[src/rtl/jsonc_trailing_comma_finder_unit_defines.svh]
`ifndef JSONC_TRAILING_COMMA_FINDER_UNIT_DEFINES_SVH
`define JSONC_TRAILING_COMMA_FINDER_UNIT_DEFINES_SVH

// Same-cycle implication, checked while out of reset
`define JTC_ASSERT_IMPLIES(label, lhs, rhs) \
	label: assert property (@(posedge clk) disable iff (!arst_n) (lhs) |-> (rhs)) \
		else $error("jtc check failed: same-cycle implication");

// Always-true invariant, checked while out of reset
`define JTC_ASSERT_ALWAYS(label, expr) \
	label: assert property (@(posedge clk) disable iff (!arst_n) (expr)) \
		else $error("jtc check failed: invariant");

`endif

[src/rtl/jtc_pkg.sv]
`default_nettype none

package jtc_pkg;

	localparam int unsigned POSITION_BITS = 24;

	typedef logic [POSITION_BITS-1:0] pos_t;

	localparam pos_t POS_MAX = '1;

	// result data: comma_position, bom_removed, trailing_count, padded to bytes
	localparam int unsigned OUT_DATA_BITS = ((2 * POSITION_BITS + 1 + 7) / 8) * 8;

	typedef enum logic [2:0] {
		MODE_NORMAL     = 3'd0,
		MODE_SLASH      = 3'd1,
		MODE_STRING     = 3'd2,
		MODE_STRING_ESC = 3'd3,
		MODE_LINE       = 3'd4,
		MODE_BLOCK      = 3'd5,
		MODE_BLOCK_STAR = 3'd6
	} lex_mode_t;

	typedef enum logic [1:0] {
		MARK_EF   = 2'd0,
		MARK_BB   = 2'd1,
		MARK_BF   = 2'd2,
		MARK_DONE = 2'd3
	} mark_stage_t;

	localparam logic KIND_COMMA   = 1'b0;
	localparam logic KIND_SUMMARY = 1'b1;

	localparam logic [7:0] CH_COMMA    = 8'h2C;
	localparam logic [7:0] CH_RBRACE   = 8'h7D;
	localparam logic [7:0] CH_RBRACKET = 8'h5D;
	localparam logic [7:0] CH_QUOTE    = 8'h22;
	localparam logic [7:0] CH_BSLASH   = 8'h5C;
	localparam logic [7:0] CH_SLASH    = 8'h2F;
	localparam logic [7:0] CH_STAR     = 8'h2A;
	localparam logic [7:0] CH_SPACE    = 8'h20;
	localparam logic [7:0] CH_TAB      = 8'h09;
	localparam logic [7:0] CH_CR       = 8'h0D;
	localparam logic [7:0] CH_LF       = 8'h0A;
	localparam logic [7:0] BOM_0       = 8'hEF;
	localparam logic [7:0] BOM_1       = 8'hBB;
	localparam logic [7:0] BOM_2       = 8'hBF;

	typedef struct packed {
		logic kind;
		pos_t pos;
		logic bom;
		pos_t count;
		logic last;
	} result_t;

	// what the lexer reports for the byte it consumes this cycle
	typedef struct packed {
		logic hit;
		logic fin;
		pos_t hit_pos;
		logic bom;
		pos_t count;
	} lex_res_t;

endpackage

`default_nettype wire

[src/rtl/jtc_lexer.sv]
`default_nettype none

module jtc_lexer import jtc_pkg::*; (
	input  wire logic     clk,
	input  wire logic     arst_n,
	input  wire logic     advance,
	input  wire logic [7:0] text_byte,
	input  wire logic     final_byte,
	output lex_res_t      res
);

	lex_mode_t   mode_q, mode_d;
	logic        waiting_q, waiting_d;
	pos_t        wait_pos_q, wait_pos_d;
	pos_t        index_q, index_d;
	mark_stage_t mark_q, mark_d;
	logic        found_q, found_d;
	pos_t        count_q, count_d;

	logic hit;
	logic run_normal;
	logic handled;
	logic blank;
	logic mark_now;

	assign blank = (text_byte == CH_SPACE) || (text_byte == CH_TAB) ||
		(text_byte == CH_CR) || (text_byte == CH_LF);

	always_comb begin
		mode_d     = mode_q;
		waiting_d  = waiting_q;
		wait_pos_d = wait_pos_q;
		hit        = 1'b0;
		run_normal = 1'b0;
		handled    = 1'b0;
		unique case (mode_q)
			MODE_SLASH: begin
				if (text_byte == CH_SLASH) begin
					mode_d = MODE_LINE;
				end else if (text_byte == CH_STAR) begin
					mode_d = MODE_BLOCK;
				end else begin
					// lone slash was significant: drop the comma, relex this byte
					waiting_d  = 1'b0;
					mode_d     = MODE_NORMAL;
					run_normal = 1'b1;
				end
			end
			MODE_STRING: begin
				if (text_byte == CH_BSLASH) begin
					mode_d = MODE_STRING_ESC;
				end else if (text_byte == CH_QUOTE) begin
					mode_d = MODE_NORMAL;
				end
			end
			MODE_STRING_ESC: mode_d = MODE_STRING;
			MODE_LINE: begin
				if (text_byte == CH_LF) begin
					mode_d     = MODE_NORMAL;
					run_normal = 1'b1;
				end
			end
			MODE_BLOCK: begin
				if (text_byte == CH_STAR) begin
					mode_d = MODE_BLOCK_STAR;
				end
			end
			MODE_BLOCK_STAR: begin
				if (text_byte == CH_SLASH) begin
					mode_d = MODE_NORMAL;
				end else if (text_byte != CH_STAR) begin
					mode_d = MODE_BLOCK;
				end
			end
			default: begin
				mode_d     = MODE_NORMAL;
				run_normal = 1'b1;
			end
		endcase

		if (run_normal) begin
			if (waiting_d) begin
				if (blank) begin
					handled = 1'b1;
				end else if (text_byte == CH_SLASH) begin
					mode_d  = MODE_SLASH;
					handled = 1'b1;
				end else begin
					waiting_d = 1'b0;
					if ((text_byte == CH_RBRACE) || (text_byte == CH_RBRACKET)) begin
						hit     = 1'b1;
						handled = 1'b1;
					end
				end
			end
			if (!handled) begin
				if (text_byte == CH_QUOTE) begin
					mode_d = MODE_STRING;
				end else if (text_byte == CH_SLASH) begin
					mode_d = MODE_SLASH;
				end else if (text_byte == CH_COMMA) begin
					waiting_d  = 1'b1;
					wait_pos_d = index_q;
				end
			end
		end
	end

	always_comb begin
		mark_d   = mark_q;
		found_d  = found_q;
		mark_now = 1'b0;
		unique case (mark_q)
			MARK_EF: mark_d = (text_byte == BOM_0) ? MARK_BB : MARK_DONE;
			MARK_BB: mark_d = (text_byte == BOM_1) ? MARK_BF : MARK_DONE;
			MARK_BF: begin
				mark_d = MARK_DONE;
				if (text_byte == BOM_2) begin
					found_d  = 1'b1;
					mark_now = 1'b1;
				end
			end
			MARK_DONE: mark_d = MARK_DONE;
			default:   mark_d = MARK_DONE;
		endcase
	end

	// the mark is dropped from the numbering, so text restarts at zero after it
	assign index_d = mark_now ? '0 : ((index_q != POS_MAX) ? index_q + 1'b1 : index_q);
	assign count_d = (hit && (count_q != POS_MAX)) ? count_q + 1'b1 : count_q;

	assign res = '{hit: hit, fin: final_byte, hit_pos: wait_pos_q, bom: found_d,
		count: count_d};

	always_ff @(posedge clk or negedge arst_n) begin
		if (!arst_n) begin
			mode_q     <= MODE_NORMAL;
			waiting_q  <= 1'b0;
			wait_pos_q <= '0;
			index_q    <= '0;
			mark_q     <= MARK_EF;
			found_q    <= 1'b0;
			count_q    <= '0;
		end else if (advance) begin
			if (final_byte) begin
				mode_q     <= MODE_NORMAL;
				waiting_q  <= 1'b0;
				wait_pos_q <= '0;
				index_q    <= '0;
				mark_q     <= MARK_EF;
				found_q    <= 1'b0;
				count_q    <= '0;
			end else begin
				mode_q     <= mode_d;
				waiting_q  <= waiting_d;
				wait_pos_q <= wait_pos_d;
				index_q    <= index_d;
				mark_q     <= mark_d;
				found_q    <= found_d;
				count_q    <= count_d;
			end
		end
	end

endmodule

`default_nettype wire

[src/rtl/jsonc_trailing_comma_finder_unit.sv]
`default_nettype none
`include "jsonc_trailing_comma_finder_unit_defines.svh"

// JSONC trailing-comma finder. Takes one byte of text per request on the s_ side
// (s_tlast marks the last byte) and reports, on the m_ side, the position of each
// comma whose next significant byte is a closing brace or bracket, numbered after
// a leading EF BB BF mark is dropped, and an end summary after the last byte.
// A byte is registered, then lexed, and its results land in a four-entry output
// queue; one byte is taken every clock while the queue has room for two results,
// so the sustained rate is one byte per cycle, limited only by the consumer
// taking one result per cycle. The bytes themselves are not rewritten.
module jsonc_trailing_comma_finder_unit import jtc_pkg::*; (
	input  wire logic                     clk,
	input  wire logic                     arst_n,
	input  wire logic                     s_tvalid,
	output logic                          s_tready,
	input  wire logic [7:0]               s_tdata,  // [7:0] text_byte
	input  wire logic                     s_tlast,  // final_byte
	output logic                          m_tvalid,
	input  wire logic                     m_tready,
	output logic [OUT_DATA_BITS-1:0]      m_tdata,  // comma_position, bom_removed, trailing_count
	output logic                          m_tuser,  // kind
	output logic                          m_tlast   // last_of_run
);

	logic       valid_s1;
	logic [7:0] byte_s1;
	logic       final_s1;

	logic     advance;
	lex_res_t res;

	result_t    queue_q [4];
	logic [1:0] wr_ptr_q;
	logic [1:0] rd_ptr_q;
	logic [2:0] fill_q;

	result_t    res_comma;
	result_t    res_summary;
	result_t    head;
	logic       pop;
	logic [1:0] push_n;

	// room for the worst case of two results before a byte is lexed
	assign advance  = valid_s1 && (fill_q <= 3'd2);
	assign s_tready = !valid_s1 || advance;

	always_ff @(posedge clk or negedge arst_n) begin
		if (!arst_n) begin
			valid_s1 <= 1'b0;
		end else if (s_tready) begin
			valid_s1 <= s_tvalid;
		end
	end

	always_ff @(posedge clk) begin
		if (s_tvalid && s_tready) begin
			byte_s1  <= s_tdata;
			final_s1 <= s_tlast;
		end
	end

	jtc_lexer u_lexer (
		.clk        (clk),
		.arst_n     (arst_n),
		.advance    (advance),
		.text_byte  (byte_s1),
		.final_byte (final_s1),
		.res        (res)
	);

	assign res_comma = '{kind: KIND_COMMA, pos: res.hit_pos, bom: res.bom,
		count: res.count, last: !res.fin};
	assign res_summary = '{kind: KIND_SUMMARY, pos: '0, bom: res.bom,
		count: res.count, last: 1'b1};

	assign push_n = advance ? ({1'b0, res.hit} + {1'b0, res.fin}) : 2'd0;
	assign pop    = m_tvalid && m_tready;

	always_ff @(posedge clk) begin
		if (advance) begin
			if (res.hit) begin
				queue_q[wr_ptr_q] <= res_comma;
				if (res.fin) begin
					queue_q[wr_ptr_q + 2'd1] <= res_summary;
				end
			end else if (res.fin) begin
				queue_q[wr_ptr_q] <= res_summary;
			end
		end
	end

	always_ff @(posedge clk or negedge arst_n) begin
		if (!arst_n) begin
			wr_ptr_q <= '0;
			rd_ptr_q <= '0;
			fill_q   <= '0;
		end else begin
			wr_ptr_q <= wr_ptr_q + push_n;
			rd_ptr_q <= rd_ptr_q + {1'b0, pop};
			fill_q   <= fill_q + {1'b0, push_n} - {2'b00, pop};
		end
	end

	assign head     = queue_q[rd_ptr_q];
	assign m_tvalid = (fill_q != 3'd0);
	assign m_tdata  = OUT_DATA_BITS'({head.count, head.bom, head.pos});
	assign m_tuser  = head.kind;
	assign m_tlast  = head.last;

	`JTC_ASSERT_ALWAYS(a_fill_bound, fill_q <= 3'd4)
	`JTC_ASSERT_IMPLIES(a_room_on_advance, advance, fill_q <= 3'd2)
	`JTC_ASSERT_IMPLIES(a_summary_last, m_tvalid && (m_tuser == KIND_SUMMARY), m_tlast)
	`JTC_ASSERT_IMPLIES(a_comma_counted, m_tvalid && (m_tuser == KIND_COMMA), head.count != '0)

endmodule

`default_nettype wire
[config.mk]
export PLATFORM = sky130hd
export DESIGN_NAME = jsonc_trailing_comma_finder_unit
export DESIGN_NICKNAME = d
export VERILOG_FILES = /design/src/rtl/jtc_pkg.sv /design/src/rtl/jtc_lexer.sv /design/src/rtl/jsonc_trailing_comma_finder_unit.sv
export VERILOG_INCLUDE_DIRS = /design/src /design/src/rtl
export SDC_FILE = /design/constraint.sdc
export NUM_CORES = 1
export LEC_CHECK = 0
export BUFFER_PORTS_ARGS = -buffer_cell sky130_fd_sc_hd__clkbuf_2
export CORE_UTILIZATION = 34
export CTS_CLUSTER_DIAMETER = 50
export DETAILED_ROUTE_END_ITERATION = 6
export SETUP_SLACK_MARGIN = 0.5
export SLEW_MARGIN = 20
export SYNTH_ARGS = -nofsm -noshare
export SYNTH_HDL_FRONTEND = slang
export SYNTH_HIERARCHICAL = 1
export SYNTH_SLANG_ARGS = --single-unit
[constraint.sdc]
create_clock -name clk -period 9.5 [get_ports clk]
set_clock_uncertainty 0.05 [all_clocks]
set_input_delay 1.9 -clock clk [delete_from_list [all_inputs] [get_ports clk]]
set_output_delay 1.9 -clock clk [all_outputs]
set_load 0.02 [all_outputs]
==> results by group, run 1 <==
Logic synthesis
  • Largest cells by area after synthesis: edfxtp_1 24%, dfrtp_1 16%, dfxtp_1 15%
  • Synth cell count leaders: 109 x edfxtp_1, 104 x dfxtp_1, 96 x a22o_1, 87 x dfrtp_1, 82 x and2_1
  • Post-synth EDFFs: ~110
  • Cell Area, Synth: approximately 14000 µm²
  • Yosys warns: 6
  • Synth top area share: a little under a quarter
  • Top-count cell post-synth: edfxtp_1
  • Number of distinct library cells after synthesis: between 70 and 80
  • Ys flop type: edfxtp_1
  • Seq cells post-synth: 300
  • Mean Syn Cell Area: approximately 12 µm²
  • Synth area leader: edfxtp_1
  • Sequential fraction of the synthesis area: between 50% and 60%
  • Cells after synthesis: roughly 1100
  • Post-synth ARST share: 29.0%

Place
  • DP Wirelength: 19600 µm
  • DP Area: 14500 µm²
  • Post-Place Cells: 1655
  • GP Congestion: 0.822
  • Number of I/O port buffers: 65

Setup path
  • CP Data Required Time: 7.55 ns
  • FF-to-FF Start: byte_s1[0]$_DFFE_PP_
  • WP data arrival: 2.82 ns
  • Worst reg2reg endpoint: queue_q[0][20]$_DFFE_PP_
  • Worst Setup Start Kind: register
  • R2r setup slk: 4.81 ns
  • R2R depth: 11
  • Worst Setup SP: rd_ptr_q[1]$_DFF_PN0_
  • Critical Setup Path Class: register to output port
  • Crit-path max FO: 32
  • Worst setup EP type: output port

Global route
  • First-pass GRT wire length: 51700 µm
  • Aggregate global routing overflow: 0
  • Overall routing resource usage: 15.7%
  • Largest net degree at the start of global routing: 63
  • Antenna violations before repair: 0
  • Number of global-route vias before repair: 9154

Detailed routing
  • Top layer in use: met4
  • Vias: 9277
  • Routed met3 length: 1880 µm
  • Met2 WL post-DR: 14200 µm
  • Post-DRT Antenna Nets: 0
  • DR vias/cell: 5.40
  • Drt pass-1 iters: 5
  • First-iteration detailed-routing DRC count: 666
  • Metal-1 WL: 15400 µm
  • DRC viols: 0
  • Routed length per instance: 18.7 µm
  • Routed wire length: 32100 µm

Job
  • Max_cap viols: 0

Layout
  • Layout Cells excl Fill: about 1700
  • Design Area, Final: roughly 16000 µm²
  • Ant diodes: 0
  • Nets: 1190
  • Area added between synthesis and finish: 13.5%
  • Layout cells sized above 1: roughly 18%

Floorplanning
  • Core ar.: 39900 µm²
  • I/O pin cnt: 73
  • Die extent in x: 204 µm
  • Die area: 41600 µm²
  • Rows: 73
  • Die Y: 204 µm
  • Initial Utilization: 34.7%

CTS
  • CTS sink cnt: 300
  • Post-CTS setup buffers: 0
  • Hold_buf cts: 0
  • Clock Path Buffers: 3
  • TritonCTS Buffers: 35
  • CTS tree: yes
  • Post-cts sizing count: 0
  • Worst skew pair latency: 0.53 ns
  • H-tree depth: 2
  • Reg clk slew, reported paths: 0.06 ns
  • Clk root buf: clkbuf_16

Timing
  • RSZ-0062 raised after global routing: false
  • Max-Slew Margin vs Limit: a little over a third
  • Max Freq: 210 MHz
  • Setup_tns: 0 ns
  • Final Hold Violating Endpoints: 0
  • Fin crit period: 4.77 ns
  • Slew @ Worst Pin: 0.976 ns
  • Max-slew violation count: 0
  • # setup viols final: 0
  • Hold_ws: 0.399 ns
  • Period utilization: 50.2%

Hold path
  • Hold Crit Class: register to register
  • Hold Path Depth: 2
  • Hold Path End: queue_q[0][50]$_SDFFE_PP1N_
  • Worst hold start: queue_q[0][50]$_SDFFE_PP1N_

Pwr
  • Power Dens Cells: 247 nW/µm²
  • Leak: 6.01 nW
  • Peak supply drop: around 0.00011 V

Status
  • Outcome: completed
routing by layer:
layer,vias up,global-route usage (%)
met5,-,0
met2,245,24.2
met3,58,3.24
met4,0,4.59
met1,4628,22.3
li1,4346,-
worst max-delay path by stage:
stage | end | slack [ns]
2_1_floorplan | m_tdata[26] | 6.15
3_3_place_gp | queue_q[2][14]$_DFFE_PP_ | 4.22
3_5_place_dp | queue_q[2][17]$_DFFE_PP_ | 4.13
4_1_cts | queue_q[2][14]$_DFFE_PP_ | 4.12
5_1_grt | queue_q[0][9]$_DFFE_PP_ | 4.36
6_report | m_tlast | 4.73
flip-flops by register name, summed over array words and instances (netlist names), 3 cells and up:
register	flops
u_lexer/mode_q	3
u_lexer/wait_pos_q	24
byte_s1	8
u_lexer/count_q	24
fill_q	3
queue_q	204
u_lexer/index_q	24
layout by cell type, fill, tap and decap left out, types with 15 or more instances in the layout:
cell type / count
xnor2_1: 24
and2_1: 82
nand4_1: 21
nand2_1: 58
dfxtp_1: 104
a22o_1: 96
mux2i_1: 28
clkbuf_16: 36
o2bb2ai_1: 26
o21ai_0: 17
and3_1: 37
buf_4: 15
mux4_2: 51
edfxtp_1: 109
nand3_1: 30
nor2_1: 52
a21oi_1: 15
dfrtp_1: 85
clkbuf_2: 64
inv_1: 27
final cells by class:
class                   instances  area [µm²]
flip-flops and latches        300        7530
multi-input cells             717        5790
repair buffers                 79         433
clock buffers                  52        1050
clock inverters                12         123
fillers                      3749       24200
well taps                     525         657
inverters                      34         128
kinds of logic (layout without fill, tap and decap cells):
family | count (synthesis) | after routing | share of synthesized area, %
AO/OA/AOI/OAI | 228 | 228 | 13.3
adder cells (fa/ha/maj) | 10 | 10 | 0.957
multiplexers | 81 | 81 | 10.5
flip-flops | 300 | 300 | 54.4
AND/OR/NAND/NOR | 353 | 353 | 14.3
other | 1 | 7 | 0.0271
buffers and inverters | 118 | 177 | 4.17
XOR/XNOR | 38 | 38 | 2.40
worst max-delay path: stages, from the launching register on:
cell	delay, ns
dfrtp_2	0.88
buf_4	0.59
mux4_2	0.62
clkbuf_2	0.18
power breakdown:
group          internal [W]  switching (W)  leakage (nW)
combinational      0.000336       0.000613          2.39
sequential          0.00145       0.000138          3.05
clock              0.000803       0.000538         0.570
total               0.00259        0.00129          6.01
metrics by stage:
step	setup slack (ns)	util (%)	power, W
global placement	4.22	36.4	0.00256
finish	4.73	39.4	0.00388
CTS	4.12	39.4	0.00392
detailed placement	4.13	36.4	0.00257
floorplan	6.15	-	0.00227
global route	4.36	39.4	0.00406
No activity file was read; power rests on OpenSTA's default activity.
==> run 2, diff against run 1 <==
Clock period 9.5 ns to 3.83 ns, I/O delays scaled along.
==> run 2 against run 1 <==
Compared with the run above:
- clock power rose to 2.6 times the previous value
- first-iteration DRC count up 11%
- sequential power is 140% higher
- critical path depth up 8
- non-clock buffer count increased by 30
- register-to-register slack lost 4.2 ns
- critical path type is now register to register
- design area up 2.5%
- cell count rose by 2.0%
- wire length increased by 2.0%
- power grew to 2.6 times the previous value
==> results by group, run 2 (synthesized netlist as in run 1, its figures left out) <==
Status
  • Outcome: completed

Pwr
  • Peak supply drop: 0.000330 V
  • Clock network fraction of total power: 34.8%
  • Power Dens Cells: about 600 nW/µm²
  • Sequential power share: 39.1%
  • Switch share: 33.1%
  • Pint: 0.00662 W
  • Total power: just under 0.01 W
  • Combinational power share: 26.1%
  • Switch Pwr: ~0.0033 W
  • Leak: 6.21 nW

Setup path
  • Worst setup EP type: register
  • Critical Setup Path Class: register to register
  • WP data arrival: between 3 and 4 ns
  • Crit-path max FO: 26
  • CP Data Required Time: 3.99 ns
  • Worst Setup Start Kind: register

Global route
  • Overall routing resource usage: 15.9%
  • Aggregate global routing overflow: 0
  • Largest net degree at the start of global routing: 66
  • Number of global-route vias before repair: roughly 9000
  • First-pass GRT wire length: 52300 µm
  • Antenna violations before repair: 0

Timing
  • RSZ-0062 raised after global routing: false
  • Fin crit period: 3.18 ns
  • Max Freq: between 300 and 400 MHz
  • # setup viols final: 0
  • Setup_tns: 0 ns
  • Slew @ Worst Pin: 0.889 ns
  • Max-Slew Margin vs Limit: 40.8%
  • Max-slew violation count: 0
  • Period utilization: 83.1%
  • Final Hold Violating Endpoints: 0

Layout
  • Most frequent cells in the layout: 109 x edfxtp_1, 104 x dfxtp_1, 96 x a22o_1, 85 x dfrtp_1, 82 x and2_1
  • Area added between synthesis and finish: 16.3%
  • Commonest non-fill, non-tap cell in the layout: edfxtp_1
  • Biggest register: queue_q
  • Max FFs per register: between 200 and 250
  • Ant diodes: 0
  • Nets: 1222
  • Layout cells sized above 1: 20.8%

Floorplanning
  • Core ar.: 39900 µm²
  • I/O pin cnt: 73
  • Initial Utilization: 34.7%
  • Die Y: 204 µm
  • Die area: 41600 µm²
  • Die extent in x: 204 µm
  • Rows: 73

CTS
  • TritonCTS Buffers: 37
  • Reg clk slew, reported paths: 0.06 ns
  • Clk root buf: clkbuf_16
  • CTS sink cnt: 300
  • Clock Path Buffers: 3
  • CTS tree: yes
  • H-tree depth: 2
  • Worst skew pair latency: approximately 0.52 ns

Detailed routing
  • Post-DRT Antenna Nets: 0
  • First-iteration detailed-routing DRC count: between 700 and 800
  • Routed wire length: 32800 µm
  • Vias: around 9400
  • DR vias/cell: 5.34
  • DRC viols: 0
  • Drt pass-1 iters: 5
  • Routed length per instance: approximately 19 µm

Place
  • GP Congestion: 0.815
  • DP Wirelength: between 20000 and 25000 µm
  • Number of I/O port buffers: 65

Job
  • Max_cap viols: 0

Hold path
  • Hold Crit Class: input pin to asynchronous set/reset pin
-- run 2: cell types whose count changed in the layout (fill, tap and decap cells not counted), moves of 4 or more --
| cell | change |
|---|---|
| buf_4 | +24 |
| buf_12 | +5 |
| clkbuf_16 | +5 |
| clkbuf_8 | -5 |
| clkbuf_1 | +4 |
| ha_1 | -4 |
-- run 2: worst max-delay path, cell delays in order, from the launching register on --
cell,delay (ns)
edfxtp_1,0.45
or3_4,0.43
nor4_4,0.33
o21ai_2,0.12
nor2_2,0.14
buf_4,0.17
ha_2,0.22
nor2b_1,0.17
a21oi_1,0.07
or2_4,0.34
inv_2,0.15
buf_12,0.20
-- run 2: final cells by class --
type	count	area, µm²
clock buffers	55	1100
clock inverters	13	119
flip-flops and latches	300	7530
multi-input cells	717	5830
fillers	3734	23800
inverters	34	130
well taps	525	657
repair buffers	109	738
-- run 2: worst paths after layout --
check	slack [ns]	cells after the start	endpoint	from
max in group asynchronous	2.64	2	u_lexer/count_q[20]$_DFFE_PN0P_	arst_n
worst max register to register	0.65	11	queue_q[3][20]$_DFFE_PP_	byte_s1[7]$_DFFE_PP_
worst min-delay path	0.31	1	u_lexer/wait_pos_q[7]$_DFFE_PN0P_	arst_n
worst max-delay path	0.65	11	queue_q[3][20]$_DFFE_PP_	byte_s1[7]$_DFFE_PP_
min in group clk	0.37	1	byte_s1[1]$_DFFE_PP_	s_tdata[1]
worst min register to register	0.40	2	queue_q[0][50]$_SDFFE_PP1N_	queue_q[0][50]$_SDFFE_PP1N_
-- run 2: routing by layer --
layer	GRT usage, %	share of wire (%)
met5	0	0
met4	4.05	1.6
met3	2.61	5.0
met2	24.2	45
met1	23.3	49
-- run 2: what timing repair did --
item,CTS,global route
endpoints found under the setup margin,53,83
resized for setup,3,14
pin swaps,2,10
buffers inserted,1,11
hold buffers,0,0
gates cloned,0,1
-- run 2: power by group through the flow --
stage	Combinational (W)	Sequential, W	Clock, W
after floorplan	0.00186	0.00377	0
after global placement	0.00253	0.00393	0
after detailed placement	0.00255	0.00394	0
after CTS	0.00255	0.00388	0.00352
after global routing	0.00279	0.00392	0.00366
final	0.00258	0.00387	0.00344
-- run 2: metrics by stage --
step	instances	setup slack, ns	cell area, µm²	hold slack [ns]	utilization (%)
2_1_floorplan	1135	0.536	13900	0.370	-
3_3_place_gp	1672	0.425	14700	0.381	36.9
3_5_place_dp	1672	0.344	14700	0.387	36.9
4_1_cts	1741	0.519	16000	0.340	40.0
5_1_grt	1753	0.481	16100	0.351	40.4
6_report	1753	0.648	16100	0.307	40.4
